[src/hdl/mts_pkg.sv]
// Shared types and constants for the min-tracking stack.
package mts_pkg;

  localparam int unsigned DEPTH  = 64;
  localparam int unsigned DATA_W = 32;
  localparam int unsigned ADDR_W = (DEPTH > 1) ? $clog2(DEPTH) : 1;
  localparam int unsigned CNT_W  = $clog2(DEPTH + 1);
  localparam int unsigned CAP_W  = 7;

  typedef enum logic [1:0] {
    OP_PUSH = 2'd0,
    OP_POP  = 2'd1,
    OP_NOP  = 2'd2,
    OP_RSVD = 2'd3
  } opcode_t;

  typedef enum logic [1:0] {
    ST_OK    = 2'd0,
    ST_FULL  = 2'd1,
    ST_EMPTY = 2'd2
  } status_t;

  // Push and pop strobes for one LIFO lane.
  typedef struct packed {
    logic push;
    logic pop;
  } lane_cmd_t;

endpackage

[src/hdl/mts_ram.sv]
// Generic single-write, single-read RAM with registered read data.
module mts_ram #(
  parameter int unsigned WIDTH = 32,
  parameter int unsigned DEPTH = 64
) (
  input  logic                                       clk,
  input  logic                                       wr_en,
  input  logic [((DEPTH > 1) ? $clog2(DEPTH) : 1)-1:0] wr_addr,
  input  logic [WIDTH-1:0]                           wr_data,
  input  logic [((DEPTH > 1) ? $clog2(DEPTH) : 1)-1:0] rd_addr,
  output logic [WIDTH-1:0]                           rd_data
);

  logic [WIDTH-1:0] mem [DEPTH];

  always_ff @(posedge clk) begin
    if (wr_en) begin
      mem[wr_addr] <= wr_data;
    end
    rd_data <= mem[rd_addr];
  end

endmodule

[src/hdl/mts_lifo_lane.sv]
// One LIFO lane: top-of-stack register, entry count and backing RAM.
module mts_lifo_lane (
  input  logic                     clk,
  input  logic                     rst_n,
  input  mts_pkg::lane_cmd_t       cmd,
  input  logic [mts_pkg::DATA_W-1:0] push_data,
  output logic [mts_pkg::CNT_W-1:0]  count,
  output logic [mts_pkg::DATA_W-1:0] top,
  output logic [mts_pkg::DATA_W-1:0] below
);
  import mts_pkg::*;

  logic [CNT_W-1:0]  count_r, count_nxt;
  logic [DATA_W-1:0] top_r, top_nxt;
  logic [CNT_W-1:0]  rd_ptr;

  always_comb begin
    count_nxt = count_r;
    top_nxt   = top_r;
    if (cmd.push) begin
      count_nxt = count_r + CNT_W'(1);
      top_nxt   = push_data;
    end else if (cmd.pop) begin
      count_nxt = count_r - CNT_W'(1);
      top_nxt   = below;
    end
  end

  // Prefetch the entry under the next top so a pop can follow in the next cycle.
  assign rd_ptr = count_nxt - CNT_W'(2);

  always_ff @(posedge clk) begin
    if (!rst_n) begin
      count_r <= '0;
    end else begin
      count_r <= count_nxt;
    end
  end

  always_ff @(posedge clk) begin
    top_r <= top_nxt;
  end

  mts_ram #(
    .WIDTH (DATA_W),
    .DEPTH (DEPTH)
  ) u_ram (
    .clk     (clk),
    .wr_en   (cmd.push),
    .wr_addr (count_r[ADDR_W-1:0]),
    .wr_data (push_data),
    .rd_addr (rd_ptr[ADDR_W-1:0]),
    .rd_data (below)
  );

  assign count = count_r;
  assign top   = top_r;

endmodule

[config.mk]
export PLATFORM = sky130hd
export DESIGN_NAME = mts_lifo_lane
export DESIGN_NICKNAME = d
export VERILOG_FILES = /design/src/hdl/mts_pkg.sv /design/src/hdl/mts_ram.sv /design/src/hdl/mts_lifo_lane.sv
export SDC_FILE = /design/constraint.sdc
export NUM_CORES = 2
export LEC_CHECK = 0
export ABC_AREA = 1
export BUFFER_PORTS_ARGS = -buffer_cell sky130_fd_sc_hd__buf_2
export CORE_ASPECT_RATIO = 1.75
export CORE_MARGIN = 2
export CORE_UTILIZATION = 40
export CTS_BUF_LIST = sky130_fd_sc_hd__clkbuf_4 sky130_fd_sc_hd__clkbuf_8
export CTS_CLUSTER_SIZE = 40
export DETAILED_ROUTE_END_ITERATION = 8
export HOLD_SLACK_MARGIN = 0.1
export PLACE_DENSITY_LB_ADDON = 0.2
export RECOVER_POWER = 50
export SLEW_MARGIN = 30
export SYNTH_ARGS = -nofsm -noshare
export SYNTH_HDL_FRONTEND = slang
export SYNTH_SLANG_ARGS = --single-unit
export TNS_END_PERCENT = 1
[constraint.sdc]
create_clock -name clk -period 14.4 [get_ports clk]
set_input_delay 3.6 -clock clk [delete_from_list [all_inputs] [get_ports clk]]
set_output_delay 3.6 -clock clk [all_outputs]
set_load 0.005 [all_outputs]
==> run summary <==
failing checks = max-capacitance violations, max-slew violations
crit path max fanout = 39
row cnt = 232
maximum VDD drop = 0.09698 mV
DR iter-0 viols = 6312
Cell Area, Synth = 0.09201 mm²
Die Wd = 366.6 µm
total die area = 0.2340 mm²
Ys Warns = 0
via density per instance = 5.239
Slew @ Worst Pin = 3776 ps
routability cong. = 0.8429
Critical path origin = cmd[1]
WL/cell = 24.61 µm
pre-CTS setup slack = 5339 ps
Lkg Pwr = 42.36 nW
Period minus WS final = 9787 ps
critical path type = in2reg
top cells by area, synth = edfxtp_1 (68%), nand3_1 (12%), nand2_1 (8.1%)
Clock Sinks = 2119
Cell Chain, Critical Path = clkbuf_1 > clkinvlp_2 > nand3_1 > nand3_4 > ha_4 > inv_1 > nand2_1 > nand2_4 > buf_4 > buf_4 > nand3_1 > nand3_1 > nand3_1 > nand2_1
area leader, netlist = edfxtp_1
htree depth = 5
IO Port Bufs = 106
skew final = 36.56 ps
Slew Limit Fails = 2247
final hold vios = 0
Power per Cell Area = 141.7 mW/mm²
DRC Markers = 0
I/O pin total = 107
worst skew pair latency = 950 ps
syn_nets = 8843
Max Cap Violations = 37
total wire length = 299600 µm
CTS Hold Bufs = 0
Num CTS Buffers = 310
crit path max-delay cell type = clkinvlp_2
synth-to-layout area growth = 10.76%
critical path's top delay family = buffers and inverters
Synth top area share = 67.88%
post-DP HPWL = 156400 µm
sequential fraction of the synthesis area = 68.73%
starting density of the core = 40.28%
Hold WS = 584.1 ps
cells after synthesis = 8804
largest net degree at the start of global routing = 199
setup TNS = 0 ps
Critical Path RT = 15260 ps
most frequent cells in the layout = nand3_1 (2162), edfxtp_1 (2080), nand2_1 (1981)
Worst path max stage delay = 1620 ps
RSZ-0062 raised after global routing = false
CTS tree = built
CP endpoint kind = flop
flops & latches, synth = 2119
final setup margin = 4613 ps
worst rel slew slack = -151.7%
Post-Syn Area per Cell = 10.45 µm²
crit path buf inv count = 5
most common cell after layout, fill and taps aside = nand3_1
WP data arrival = 10650 ps
Final setup viols = 0
clock buffer depth = 4
PostCTS Resize Cnt = 0
final worst path period share = 67.96%
setup bufs post-CTS = 0
HP Start = count[6]
status = complete, but fails checks
vias = 63760
r2r startpoint = count[0]
Synth cell types = 26
Hold Path Class = reg2reg
Clock Tree Root = clkbuf_8
clock-pin slew on the worst setup and hold paths = 70 ps
initial antenna violation count = 6
Final Util = 44.61%
first-pass GRT wire length = 430600 µm
core area = 0.2284 mm²
Tot GR Track Use = 25.15%
grt total ovfl = 0
most frequent CP cell = nand3_1
die height = 638.5 µm
vias in the first global route = 63240
number of nets with antenna violations after routing = 0
fmax = 0.1022 GHz
NumNets Final = 8933
total power = 14.44 mW
Detailed Routing Iterations Pass 1 = 6
layout cells sized above 1 = 8.700%
Startpoint Class = input port
-- logic make-up after synthesis --
logic type / after synthesis / synth area share, %
simple gates: 4363 / 21.32
compound gates: 6 / 0.04215
buf+inv: 2311 / 9.844
fa+ha+maj: 3 / 0.04080
xor+xnor: 2 / 0.02720
flops: 2119 / 68.73
-- state kept, by name, indices dropped and copies added, names as in the netlist --
| name | flops |
|---|---|
| count | 7 |
| u_ram.rd_data | 32 |
| u_ram.mem | 2048 |
| top | 32 |
-- power breakdown --
part           total (mW)  internal (mW)  switching, mW
logic                2.60          0.635           1.96
clock network        4.79           2.44           2.35
registers            7.06           6.91          0.150
total                14.4           9.98           4.46
-- Yosys cell counts --
master / number
a211oi_1: 2
a21oi_1: 2
buf_1: 23
buf_2: 270
buf_4: 12
clkbuf_1: 188
clkinv_1: 1
dfxtp_1: 39
edfxtp_1: 2080
ha_1: 3
inv_1: 1810
inv_2: 7
nand2_1: 1985
nand2_2: 3
nand3_1: 2164
nand3_2: 3
nand3b_1: 128
nand4_1: 1
nor2_1: 68
nor2_2: 2
nor3_1: 7
nor4_1: 2
o21ai_1: 1
o21ai_2: 1
xor2_1: 1
xor2_2: 1
-- worst paths after layout --
| path | cells past startpoint | to | slack (ps) |
|---|---|---|---|
| setup / recovery | 14 | u_ram.rd_data[16] | 4610 |
| hold / removal | 2 | count[6] | 580 |
| setup reg to reg | 14 | u_ram.rd_data[16] | 7630 |
| hold reg to reg | 2 | count[6] | 580 |
-- routing by layer --
metal	GRT usage [%]	up-vias	wire, µm
met2	45.11	2711	151600
met5	0	-	27
met1	29.01	31400	109800
met4	13.11	4	17500
met3	3.627	690	20610
li1	-	28960	-
-- layout make-up --
class	count	area (µm²)
diodes	3	7.507
clock buffers	423	5221
clock inverters	121	674.4
fillers	21270	126500
inverters	1818	6842
multi-input cells	4374	20260
flip-flops and latches	2119	63240
well taps	3042	3806
repair buffers	271	1859
-- per-stage QoR --
| stage | instance area, µm² | std cells |
|---|---|---|
| final | 101900 | 12170 |
| after global routing | 101900 | 12170 |
| after CTS | 102000 | 12170 |
| after detailed placement | 96140 | 11620 |
| after global placement | 96110 | 11620 |
| after floorplan | 92010 | 8804 |
-- worst reg2reg max path, cell delays in order (launching register included) --
cell      delay [ps]
dfxtp_2          490
nand2_2          120
clkbuf_1        1390
inv_1            390
nand2_1          690
nand3_2          210
nand2_1          190
nand2_1          110
nand2_4          620
buf_4            610
buf_4            700
nand3_1          200
nand3_1          170
nand3_1          520
nand2_1          270
Power figures use the tool's default switching activity.
